[src/hw/rtl/stl_pkg.sv]
// ----------------------------------------------------------------------------
// stl_pkg
// Shared types and constants of the shell token lexer.
// ----------------------------------------------------------------------------
package stl_pkg;

	localparam int KindBits = 6;
	localparam int FieldBits = 16;
	localparam int NumBits = 63;
	localparam int KwTotal = 17;
	localparam int KwMaxLen = 8;

	localparam logic [KindBits-1:0] K_LPAREN = 6'd17;
	localparam logic [KindBits-1:0] K_RPAREN = 6'd18;
	localparam logic [KindBits-1:0] K_LBRACE = 6'd19;
	localparam logic [KindBits-1:0] K_RBRACE = 6'd20;
	localparam logic [KindBits-1:0] K_MINUS = 6'd22;
	localparam logic [KindBits-1:0] K_PLUS = 6'd23;
	localparam logic [KindBits-1:0] K_COLON = 6'd24;
	localparam logic [KindBits-1:0] K_SEMI = 6'd25;
	localparam logic [KindBits-1:0] K_STAR = 6'd27;
	localparam logic [KindBits-1:0] K_DOLLAR = 6'd28;
	localparam logic [KindBits-1:0] K_SUBST = 6'd29;
	localparam logic [KindBits-1:0] K_AMP = 6'd30;
	localparam logic [KindBits-1:0] K_AND = 6'd31;
	localparam logic [KindBits-1:0] K_BANG = 6'd32;
	localparam logic [KindBits-1:0] K_BANG2 = 6'd33;
	localparam logic [KindBits-1:0] K_NE = 6'd34;
	localparam logic [KindBits-1:0] K_ASSIGN = 6'd35;
	localparam logic [KindBits-1:0] K_EQ = 6'd36;
	localparam logic [KindBits-1:0] K_DOT = 6'd45;
	localparam logic [KindBits-1:0] K_DOT2 = 6'd46;
	localparam logic [KindBits-1:0] K_PIPE = 6'd47;
	localparam logic [KindBits-1:0] K_OR = 6'd48;
	localparam logic [KindBits-1:0] K_IDENT = 6'd49;
	localparam logic [KindBits-1:0] K_STRING = 6'd50;
	localparam logic [KindBits-1:0] K_NUMBER = 6'd51;
	localparam logic [KindBits-1:0] K_NEWLINE = 6'd52;
	localparam logic [KindBits-1:0] K_ERROR = 6'd53;
	localparam logic [KindBits-1:0] K_EOF = 6'd54;

	localparam logic [1:0] ERR_NONE = 2'd0;
	localparam logic [1:0] ERR_CHAR = 2'd1;
	localparam logic [1:0] ERR_STRING = 2'd2;

	// One result beat.
	typedef struct packed {
		logic [KindBits-1:0]  kind;
		logic [FieldBits-1:0] start;
		logic [FieldBits-1:0] len;
		logic [NumBits-1:0]   value;
		logic [1:0]           err;
		logic                 last;
	} token_t;

	// Keyword character at a given offset; zero past its end.
	function automatic logic [7:0] kw_char(input int unsigned i, input logic [2:0] k);
		logic [63:0] t;
		int n;
		case (i)
			0: t = "do";
			1: t = "done";
			2: t = "case";
			3: t = "esac";
			4: t = "function";
			5: t = "select";
			6: t = "until";
			7: t = "if";
			8: t = "elif";
			9: t = "fi";
			10: t = "then";
			11: t = "while";
			12: t = "else";
			13: t = "for";
			14: t = "in";
			15: t = "time";
			16: t = "return";
			default: t = '0;
		endcase
		// Literals sit right-aligned, so the first character is the top-most nonzero byte.
		n = 0;
		for (int j = 0; j < KwMaxLen; j++) begin
			if (t[8*j +: 8] != 8'h00) n = j + 1;
		end
		if (32'(k) < 32'(n)) kw_char = t[8*(n-1-int'(k)) +: 8];
		else kw_char = 8'h00;
	endfunction

	function automatic logic [3:0] kw_len(input int unsigned i);
		case (i)
			0, 7, 9, 14: kw_len = 4'd2;
			13: kw_len = 4'd3;
			1, 2, 3, 8, 10, 12, 15: kw_len = 4'd4;
			6, 11: kw_len = 4'd5;
			5, 16: kw_len = 4'd6;
			4: kw_len = 4'd8;
			default: kw_len = 4'd0;
		endcase
	endfunction

endpackage

[src/hw/rtl/stl_front.sv]
// ----------------------------------------------------------------------------
// stl_front
// Scanner: takes one byte a beat, tracks lexer state and forms up to two
// token beats for each byte, pushed together into the queue.
// ----------------------------------------------------------------------------
module stl_front #(
	parameter int POSITION_BITS = 16,
	parameter int KEYWORD_COUNT = 17
) (
	input  logic                  clk,
	input  logic                  arst_n,
	input  logic                  in_valid,
	output logic                  in_ready,
	input  logic [7:0]            in_char,
	input  logic                  q_room,
	output logic                  push,
	output logic [1:0]            push_n,
	output stl_pkg::token_t       tok0,
	output stl_pkg::token_t       tok1
);
	import stl_pkg::*;

	typedef enum logic [2:0] {
		M_IDLE, M_PEND, M_NUM, M_IDENT, M_STR, M_CMT, M_DRAIN
	} mode_t;

	localparam logic [POSITION_BITS-1:0] PosMax = '1;
	localparam logic [NumBits-1:0] NumMax = '1;
	// Largest accumulator for which acc*10+9 cannot overflow.
	localparam logic [NumBits-1:0] SafeMax = NumBits'((64'h7FFFFFFFFFFFFFFF - 64'd9) / 64'd10);

	mode_t                    mode_q;
	logic [7:0]               pend_q;
	logic [POSITION_BITS-1:0] pos_q, start_q, len_q;
	logic [NumBits-1:0]       acc_q;
	logic [KwTotal-1:0]       cand_q;

	mode_t                    mode_d;
	logic [7:0]               pend_d;
	logic [POSITION_BITS-1:0] pos_d, start_d, len_d;
	logic [NumBits-1:0]       acc_d;
	logic [KwTotal-1:0]       cand_d;
	logic                     eof;
	logic [1:0]               n;
	token_t                   t0, t1, tf;
	logic                     fresh_go, fresh_emit;
	logic [7:0]               c;
	logic [3:0]               d;
	logic [NumBits+3:0]       prod;

	assign c = in_char;
	assign in_ready = q_room;
	assign d = 4'(c - 8'h30);

	function automatic logic dec_digit(input logic [7:0] x);
		dec_digit = (x >= "0") && (x <= "9");
	endfunction
	function automatic logic name_char(input logic [7:0] x);
		name_char = (x >= "a" && x <= "z") || (x >= "A" && x <= "Z") || x == "_";
	endfunction
	function automatic token_t mk(input logic [KindBits-1:0] k,
		input logic [POSITION_BITS-1:0] s, input logic [POSITION_BITS-1:0] l,
		input logic [NumBits-1:0] v, input logic [1:0] e);
		mk.kind = k;
		mk.start = FieldBits'(s);
		mk.len = FieldBits'(l);
		mk.value = v;
		mk.err = e;
		mk.last = 1'b0;
	endfunction

	// Candidate filter for the character at offset k of the identifier.
	function automatic logic [KwTotal-1:0] filt(input logic [KwTotal-1:0] cin,
		input logic [POSITION_BITS-1:0] k, input logic [7:0] x);
		filt = cin;
		for (int i = 0; i < KwTotal; i++) begin
			if (i >= KEYWORD_COUNT || k >= POSITION_BITS'(KwMaxLen)) filt[i] = 1'b0;
			else if (kw_char(i, k[2:0]) != x) filt[i] = 1'b0;
		end
	endfunction

	always_comb begin
		logic [KindBits-1:0] ik;
		logic [KindBits-1:0] pk;
		logic                joined;
		mode_d = mode_q; pend_d = pend_q; start_d = start_q; len_d = len_q;
		acc_d = acc_q; cand_d = cand_q; eof = 1'b0;
		t0 = mk(K_EOF, '0, '0, '0, ERR_NONE); t1 = t0; tf = t0;
		n = 2'd0; fresh_go = 1'b0; fresh_emit = 1'b0;
		prod = {4'd0, acc_q} * (NumBits+4)'(10) + (NumBits+4)'(d);
		ik = K_IDENT;
		for (int i = KwTotal-1; i >= 0; i--) begin
			if (cand_q[i] && i < KEYWORD_COUNT &&
				len_q == POSITION_BITS'(kw_len(i))) ik = KindBits'(i);
		end
		joined = 1'b1;
		case (pend_q)
			"$": if (c == "(") pk = K_SUBST; else begin pk = K_DOLLAR; joined = 1'b0; end
			"&": if (c == "&") pk = K_AND; else begin pk = K_AMP; joined = 1'b0; end
			"=": if (c == "=") pk = K_EQ; else begin pk = K_ASSIGN; joined = 1'b0; end
			".": if (c == ".") pk = K_DOT2; else begin pk = K_DOT; joined = 1'b0; end
			"|": if (c == "|") pk = K_OR; else begin pk = K_PIPE; joined = 1'b0; end
			default: begin
				if (c == "!") pk = K_BANG2;
				else if (c == "=") pk = K_NE;
				else begin pk = K_BANG; joined = 1'b0; end
			end
		endcase

		case (mode_q)
			M_PEND: begin
				t0 = mk(pk, start_q, '0, '0, ERR_NONE); n = 2'd1;
				if (joined) mode_d = M_IDLE; else fresh_go = 1'b1;
			end
			M_NUM: begin
				if (dec_digit(c)) begin
					if (acc_q > SafeMax &&
						prod > {4'd0, NumMax}) acc_d = NumMax;
					else acc_d = NumBits'(prod);
				end else begin
					t0 = mk(K_NUMBER, start_q, '0, acc_q, ERR_NONE); n = 2'd1;
					fresh_go = 1'b1;
				end
			end
			M_IDENT: begin
				if (name_char(c) || dec_digit(c)) begin
					cand_d = filt(cand_q, len_q, c);
					if (len_q != PosMax) len_d = len_q + 1'b1;
				end else begin
					t0 = mk(ik, start_q, len_q, '0, ERR_NONE); n = 2'd1;
					fresh_go = 1'b1;
				end
			end
			M_STR: begin
				if (c == "\"") begin
					t0 = mk(K_STRING, start_q, len_q, '0, ERR_NONE); n = 2'd1;
					mode_d = M_IDLE;
				end else if (c == 8'h00) begin
					t0 = mk(K_ERROR, start_q, len_q, '0, ERR_STRING);
					t1 = mk(K_EOF, pos_q, '0, '0, ERR_NONE);
					n = 2'd2; eof = 1'b1;
				end else if (len_q != PosMax) len_d = len_q + 1'b1;
			end
			M_CMT: begin
				if (c == 8'h0A) mode_d = M_IDLE;
				else if (c == 8'h00) fresh_go = 1'b1;
			end
			M_DRAIN: if (c == 8'h00) fresh_go = 1'b1;
			default: fresh_go = 1'b1;
		endcase

		if (fresh_go) begin
			start_d = pos_q; len_d = '0; acc_d = '0; mode_d = M_IDLE;
			fresh_emit = 1'b1;
			case (c)
				8'h00: begin tf = mk(K_EOF, pos_q, '0, '0, ERR_NONE); eof = 1'b1; end
				"(": tf = mk(K_LPAREN, pos_q, '0, '0, ERR_NONE);
				")": tf = mk(K_RPAREN, pos_q, '0, '0, ERR_NONE);
				"{": tf = mk(K_LBRACE, pos_q, '0, '0, ERR_NONE);
				"}": tf = mk(K_RBRACE, pos_q, '0, '0, ERR_NONE);
				"-": tf = mk(K_MINUS, pos_q, '0, '0, ERR_NONE);
				"+": tf = mk(K_PLUS, pos_q, '0, '0, ERR_NONE);
				":": tf = mk(K_COLON, pos_q, '0, '0, ERR_NONE);
				";": tf = mk(K_SEMI, pos_q, '0, '0, ERR_NONE);
				"*": tf = mk(K_STAR, pos_q, '0, '0, ERR_NONE);
				8'h0A: tf = mk(K_NEWLINE, pos_q, '0, '0, ERR_NONE);
				" ", 8'h09, 8'h0D: fresh_emit = 1'b0;
				"$", "&", "=", ".", "|", "!": begin
					pend_d = c; mode_d = M_PEND; fresh_emit = 1'b0;
				end
				"#": begin mode_d = M_CMT; fresh_emit = 1'b0; end
				"\"": begin
					start_d = (pos_q != PosMax) ? pos_q + 1'b1 : PosMax;
					mode_d = M_STR; fresh_emit = 1'b0;
				end
				default: begin
					fresh_emit = 1'b0;
					if (dec_digit(c)) begin
						acc_d = NumBits'(d); mode_d = M_NUM;
					end else if (name_char(c)) begin
						cand_d = filt('1, '0, c);
						len_d = POSITION_BITS'(1); mode_d = M_IDENT;
					end else begin
						tf = mk(K_ERROR, pos_q, '0, '0, ERR_CHAR);
						fresh_emit = 1'b1; mode_d = M_DRAIN;
					end
				end
			endcase
			if (fresh_emit) begin
				if (n == 2'd0) t0 = tf; else t1 = tf;
				n = n + 2'd1;
			end
		end
		if (n == 2'd1) t0.last = 1'b1;
		if (n == 2'd2) t1.last = 1'b1;
		pos_d = (pos_q != PosMax) ? pos_q + 1'b1 : pos_q;
	end

	assign push = in_valid && in_ready && (n != 2'd0);
	assign push_n = n;
	assign tok0 = t0;
	assign tok1 = t1;

	always_ff @(posedge clk or negedge arst_n) begin
		if (!arst_n) begin
			mode_q <= M_IDLE; pend_q <= '0; pos_q <= '0; start_q <= '0;
			len_q <= '0; acc_q <= '0; cand_q <= '1;
		end else if (in_valid && in_ready) begin
			if (eof) begin
				mode_q <= M_IDLE; pend_q <= '0; pos_q <= '0; start_q <= '0;
				len_q <= '0; acc_q <= '0; cand_q <= '1;
			end else begin
				mode_q <= mode_d; pend_q <= pend_d; pos_q <= pos_d;
				start_q <= start_d; len_q <= len_d; acc_q <= acc_d; cand_q <= cand_d;
			end
		end
	end
endmodule

[src/hw/rtl/stl_queue.sv]
// ----------------------------------------------------------------------------
// stl_queue
// Token queue: takes one or two beats at a time, gives one beat at a time.
// ----------------------------------------------------------------------------
module stl_queue (
	input  logic            clk,
	input  logic            arst_n,
	input  logic            push,
	input  logic [1:0]      push_n,
	input  stl_pkg::token_t tok0,
	input  stl_pkg::token_t tok1,
	output logic            room,
	output logic            out_valid,
	input  logic            out_ready,
	output stl_pkg::token_t out_tok
);
	import stl_pkg::*;

	localparam int Depth = 4;

	token_t     mem_q [Depth];
	logic [1:0] rd_q, wr_q;
	logic [2:0] cnt_q;
	logic       pop;

	assign out_valid = cnt_q != 3'd0;
	assign out_tok = mem_q[rd_q];
	assign pop = out_valid && out_ready;
	// Room for two beats, counting one leaving this cycle.
	assign room = (cnt_q - {2'd0, pop}) <= 3'(Depth - 2);

	always_ff @(posedge clk) begin
		if (push) begin
			mem_q[wr_q] <= tok0;
			if (push_n == 2'd2) mem_q[wr_q + 2'd1] <= tok1;
		end
	end

	always_ff @(posedge clk or negedge arst_n) begin
		if (!arst_n) begin
			rd_q <= '0; wr_q <= '0; cnt_q <= '0;
		end else begin
			if (pop) rd_q <= rd_q + 2'd1;
			if (push) wr_q <= wr_q + push_n;
			cnt_q <= cnt_q + (push ? {1'b0, push_n} : 3'd0) - {2'd0, pop};
		end
	end
endmodule

[src/hw/rtl/shell_token_lexer.sv]
// ----------------------------------------------------------------------------
// shell_token_lexer
// Byte-serial lexer for a small shell language.
// ----------------------------------------------------------------------------
// The lexer takes one source byte a beat, with byte 0 ending a source, and
// gives token beats with kind, start, length, number value and error code.
// It accepts a byte every cycle while the queue has room for two beats: the
// scanner classifies each byte and pushes up to two tokens into a four-entry
// queue, and the output side drains that queue one token a cycle while
// out_ready is high. A byte that ends a pending token and starts another
// gives two beats, so a long run of such bytes is limited to one token a
// cycle by the output port. last_of_run marks the final token of each byte.
// After the end byte the lexer starts a fresh source at offset 0.
module shell_token_lexer #(
	parameter int POSITION_BITS = 16,
	parameter int KEYWORD_COUNT = 17
) (
	input  logic        clk,
	input  logic        arst_n,
	input  logic        in_valid,
	output logic        in_ready,
	input  logic [7:0]  char_code,
	output logic        out_valid,
	input  logic        out_ready,
	output logic [5:0]  token_kind,
	output logic [15:0] start_position,
	output logic [15:0] token_length,
	output logic [62:0] number_value,
	output logic [1:0]  error_code,
	output logic        last_of_run
);
	import stl_pkg::*;

	logic       room, push;
	logic [1:0] push_n;
	token_t     tok0, tok1, head;

	stl_front #(.POSITION_BITS(POSITION_BITS), .KEYWORD_COUNT(KEYWORD_COUNT)) u_front (
		.clk, .arst_n, .in_valid, .in_ready, .in_char(char_code),
		.q_room(room), .push, .push_n, .tok0, .tok1
	);

	stl_queue u_queue (
		.clk, .arst_n, .push, .push_n, .tok0, .tok1, .room,
		.out_valid, .out_ready, .out_tok(head)
	);

	assign token_kind = head.kind;
	assign start_position = head.start;
	assign token_length = head.len;
	assign number_value = head.value;
	assign error_code = head.err;
	assign last_of_run = head.last;
endmodule
[config.mk]
export PLATFORM = sky130hd
export DESIGN_NAME = shell_token_lexer
export DESIGN_NICKNAME = d
export VERILOG_FILES = /design/src/hw/rtl/stl_pkg.sv /design/src/hw/rtl/stl_front.sv /design/src/hw/rtl/stl_queue.sv /design/src/hw/rtl/shell_token_lexer.sv
export SDC_FILE = /design/constraint.sdc
export NUM_CORES = 2
export LEC_CHECK = 0
export BUFFER_PORTS_ARGS = -buffer_cell sky130_fd_sc_hd__clkbuf_2
export CORE_MARGIN = 2
export CORE_UTILIZATION = 55
export CTS_BUF_LIST = sky130_fd_sc_hd__clkbuf_16
export CTS_CLUSTER_DIAMETER = 100
export DETAILED_ROUTE_END_ITERATION = 7
export GPL_ROUTABILITY_DRIVEN = 0
export PLACE_DENSITY = 0.75
export SETUP_SLACK_MARGIN = 0.02
export SYNTH_ARGS = -nofsm -noshare
export SYNTH_HDL_FRONTEND = slang
export SYNTH_SLANG_ARGS = --single-unit
export TNS_END_PERCENT = 50
[constraint.sdc]
create_clock -name clk -period 4.9 [get_ports clk]
set_input_delay 0.245 -clock clk [delete_from_list [all_inputs] [get_ports clk]]
set_output_delay 0.245 -clock clk [all_outputs]
set_load 0.01 [all_outputs]
==> metrics list <==
- The via count of the first global-routing pass is 31200.
- In the final layout, the share of cells above drive strength 1 is 0.168.
- Of the total power, registers draw 0.356.
* Power spent charging and discharging nets: 6210 µW
- Share of total power in the clock network: 0.294
* Shortest clock period the worst path allows after layout: 4.99 ns
- Clock slew seen by the registers of the worst setup and hold paths: 0.06 ns
- The netlist uses 99 different library cells.
- The worst-case IR drop observed on VDD is 0.388 mV.
- The first global-routing pass estimated 172 mm of wire.
- Average instance area after synthesis: 8.48 µm²
- Summed over all layers, the global routing overflow is 0.
- Wire length reported by the detailed router: 111 mm
- The root buffer cell chosen for the clock tree is sky130_fd_sc_hd__clkbuf_16.
* Total of fill cells in the finished design: 5154
- The run finished, with violations left.
- Core region area: 61700 µm²
- CP Launch Type: flip-flop
- Register Area: 12900 µm²
- For this design the static power due to leakage is 0.0150 µW.
- Leading cell type by number of instances after synthesis: sky130_fd_sc_hd__nand2_1
* Clk Latency, worst-skew pair: 0.66 ns
- After routing, the total negative slack on setup checks comes to -2.02 ns.
- Horizontal die dimension: 254 µm
- Number of I/O pins: 118
- Type of the worst setup path: reg -> reg
* Worst hold path class: in -> reg
- The worst setup path is captured at a flip-flop.
- Detailed routing placed a total of 53.4 mm of wire on met2.
- Transition time at the pin with the least slew margin: 1.26 ns
- After detailed routing, the wire length on met1 is 42.8 mm.
- Dividing the final minimum period by the clock period gives 1.02.
* Critical Path Slowest Stage Cell: sky130_fd_sc_hd__or3_4
- Hold is met by 0.0282 ns.
* Final design instance area without fill: 39300 µm²
* Ratio of total power to cell area: 404 nW/µm²
- The detailed router placed 33100 vias in this run.
* NumNets Final: 4273
- Of the total power, the share spent switching nets is 0.391.
- The wire-length estimate of the detail-placed layout is 73.1 mm.
* Sequence of cells on the critical path: buf_4 -> ha_4 -> ha_4 -> o211ai_1 -> or3_4 -> a211o_4 -> a21o_4 -> a211oi_2 -> o311a_1 -> and4_1 -> nand4_1 -> buf_6 -> nor4_4 -> and4_4 -> o221ai_4 -> o211ai_4 -> buf_12 -> buf_12 -> o211ai_1
- The highest layer touched by signal routing is met4.
- Number of buffers and inverters on the critical path: 4
- In the post-route analysis, the smallest setup slack over all paths is -0.0922 ns.
- Data on the critical path is required at its endpoint by 5.37 ns.
- Achievable clock frequency: 200 MHz
- Ys Warns: 0
- Area fraction of the dominant cell type after synthesis: 0.189
- Counting every instance in the synthesized netlist gives 4054.
- Total standard cell area after synthesis: 34400 µm²
- After synthesis, the most frequently instantiated cells are sky130_fd_sc_hd__nand2_1 (650), sky130_fd_sc_hd__a21oi_1 (504), sky130_fd_sc_hd__nand3_1 (431).
* Max H-tree Level: 2
* Slowest stage delay, CP: 0.43 ns
* Area contributors post-synth: sky130_fd_sc_hd__dfxtp_1 (19%), sky130_fd_sc_hd__dfrtp_1 (9.4%), sky130_fd_sc_hd__edfxtp_1 (8.0%)
- In the routed design, unresolved DRC markers number 0.
* Number of diodes added for antenna fixing: 0
- In the routed layout, each cell is associated on average with a via count of 6.63.
* Average routed wire per standard cell: 22.3 µm
- On the critical path the largest part of the delay comes from compound AO/OA/AOI/OAI gates.
- Placement Setup Slack: -0.253 ns
- Share of synthesized registers carrying an async set or reset: 0.260
- Data arrival time of the critical path: 5.47 ns
* Headroom to the max-slew limit: 0.154
- Area used by multi-input combinational logic: 20600 µm²
* Worst setup skew after layout: 0.0393 ns
* Main flop type after synthesis: sky130_fd_sc_hd__dfxtp_1
- Placed Instance Area: 36500 µm²
- Total global routing track utilization: 0.333
* Residual antenna-violating net count after detailed routing: 0
* Final count of negative-setup-slack endpoints: 41
- Bufs on Longest Clock Path: 3
- In this run the tool buffered the top-level ports with 117 buffer cells.
- Along the worst path, the maximum fanout reaches 8.
* Pin count of the biggest net entering global routing: 105
- Reg-to-reg slack, setup: -0.09 ns
* Proportion of synthesized chip area in sequential cells: 0.376
* Floorplan die height: 254 µm
* Total met3 wirelength after detailed routing: 9.82 mm
* Count of final hold-check violations: 0
* Inserted Clock Buffers: 60
- Antenna violations before repair: 0
- Cell row count: 91
- Setup repair after global routing missed its margin: true
- Max_cap viols: 0
- Measured on the finished design, the core utilization comes to 0.637.
- Area enclosed by the die boundary: 64500 µm²
* Count of state elements after synthesis: 562
- In this run, the number of DRC markers left after iteration 0 of detailed routing was 3860.
- Starting utilization of the core area: 0.557
- The final reports fail on setup timing.
- Final count of pins violating max slew: 0
* Number of synthesized flops with an enable pin: 92
- The first TritonRoute pass finished after 8 iterations.
- Relative to the synthesized area, the layout overhead comes to 14.4%.
- Synthesis produced a netlist with a net count of 4216.
- The share of total power dissipated in combinational logic is 0.349.
* Count of clock tree sinks: 562
- Clock tree from TritonCTS: yes
- The internal portion of the total power is 9680 µW.
- Summed over all instances, the cell type with the most area after synthesis is sky130_fd_sc_hd__dfxtp_1.
[worst paths after layout]
kind / depth (start not counted) / to / startpoint
worst max-delay path: 19 / u_front.acc_q[29] / u_front.acc_q[3]
worst min-delay path: 3 / u_queue.rd_q[0] / out_ready
worst max register to register: 19 / u_front.acc_q[29] / u_front.acc_q[3]
worst min register to register: 2 / u_queue.mem_q[2][70] / u_queue.mem_q[2][70]
max in group asynchronous: 3 / u_front.acc_q[39] / arst_n
min in group asynchronous: 2 / u_front.pend_q[0] / arst_n
[repair_timing]
action,4_1_cts,5_1_grt
endpoints found under the setup margin,62,63
setup buffers,0,24
resized for setup,11,102
pin swaps,2,38
hold endpoints to repair,63,0
cloned,0,5
hold buffers,1,0
[registers in the layout, indices dropped and copies added (netlist names)]
signal,cells
u_front.pend_q,8
u_front.pos_q,16
u_queue.mem_q,416
u_queue.rd_q,2
u_front.start_q,16
u_queue.cnt_q,3
u_front.cand_q,17
u_front.len_q,16
u_front.mode_q,3
u_queue.wr_q,2
u_front.acc_q,63
[through the flow]
stage | instances | power (µW)
2_1_floorplan | 4054 | 9260
3_3_place_gp | 4856 | 11000
3_5_place_dp | 4856 | 11100
4_1_cts | 4970 | 15700
5_1_grt | 4999 | 16600
6_report | 4999 | 15900
[cell usage in the layout, fill, tap and decap left out, drive strengths merged, types with 12 or more instances in the layout]
cell type,synthesis,routed
a211oi,26,26
a21o,26,26
a21oi,504,504
a22oi,49,49
a31oi,43,43
and2,27,27
and3,32,32
and4,23,23
buf,106,209
clkbuf,228,181
clkinv,0,23
dfrtp,129,129
dfstp,17,17
dfxtp,324,324
edfxtp,92,92
ha,147,147
inv,41,57
mux2,12,12
mux4,104,104
nand2,650,650
nand2b,15,15
nand3,432,432
nand4,44,44
nor2,193,193
nor2b,25,25
nor3,59,59
nor4,25,25
o211ai,47,47
o21a,21,21
o21ai,168,168
o22ai,98,98
o31ai,20,20
or3,12,12
or4,12,12
xnor2,79,79
xor2,70,70
[power by group through the flow]
stage                     registers, µW  clock network (µW)  logic, µW
final                              5660                4680       5550
after global routing               5700                4890       5970
after CTS                          5640                4700       5410
after detailed placement           5730                   0       5380
after global placement             5710                   0       5330
after floorplan                    5330                   0       3930
[logic make-up after synthesis]
group	count (synthesis)	share of synthesized area
AOI/OAI and AO/OA	1106	0.195
xor gates and xnor gates	149	0.0384
adders and majority gates	150	0.0553
buffers and inverters	375	0.0437
DFF	562	0.376
muxes	126	0.0750
and+or+nand+nor	1586	0.217
[tightest hold or removal path, stage by stage]
cell and delay (ns):
sky130_fd_sc_hd__clkbuf_2 0.12, sky130_fd_sc_hd__and2_1 0.19, sky130_fd_sc_hd__xor2_1 0.08
[layout make-up]
class	count	share of cell area
Clock buffer	62	0.0394
Multi-Input combinational cell	3117	0.523
Sequential cell	562	0.329
Timing Repair Buffer	329	0.0663
Clock inverter	51	0.0121
Tap cell	837	0.0266
Inverter	41	0.00391
[routing by layer]
layer / vias up / track usage
met2: 1801 / 0.557
met3: 356 / 0.0469
met5: - / 0
li1: 15000 / -
met1: 16000 / 0.429
met4: 0 / 0.153
Note: power is estimated with default switching activity, not from simulation.
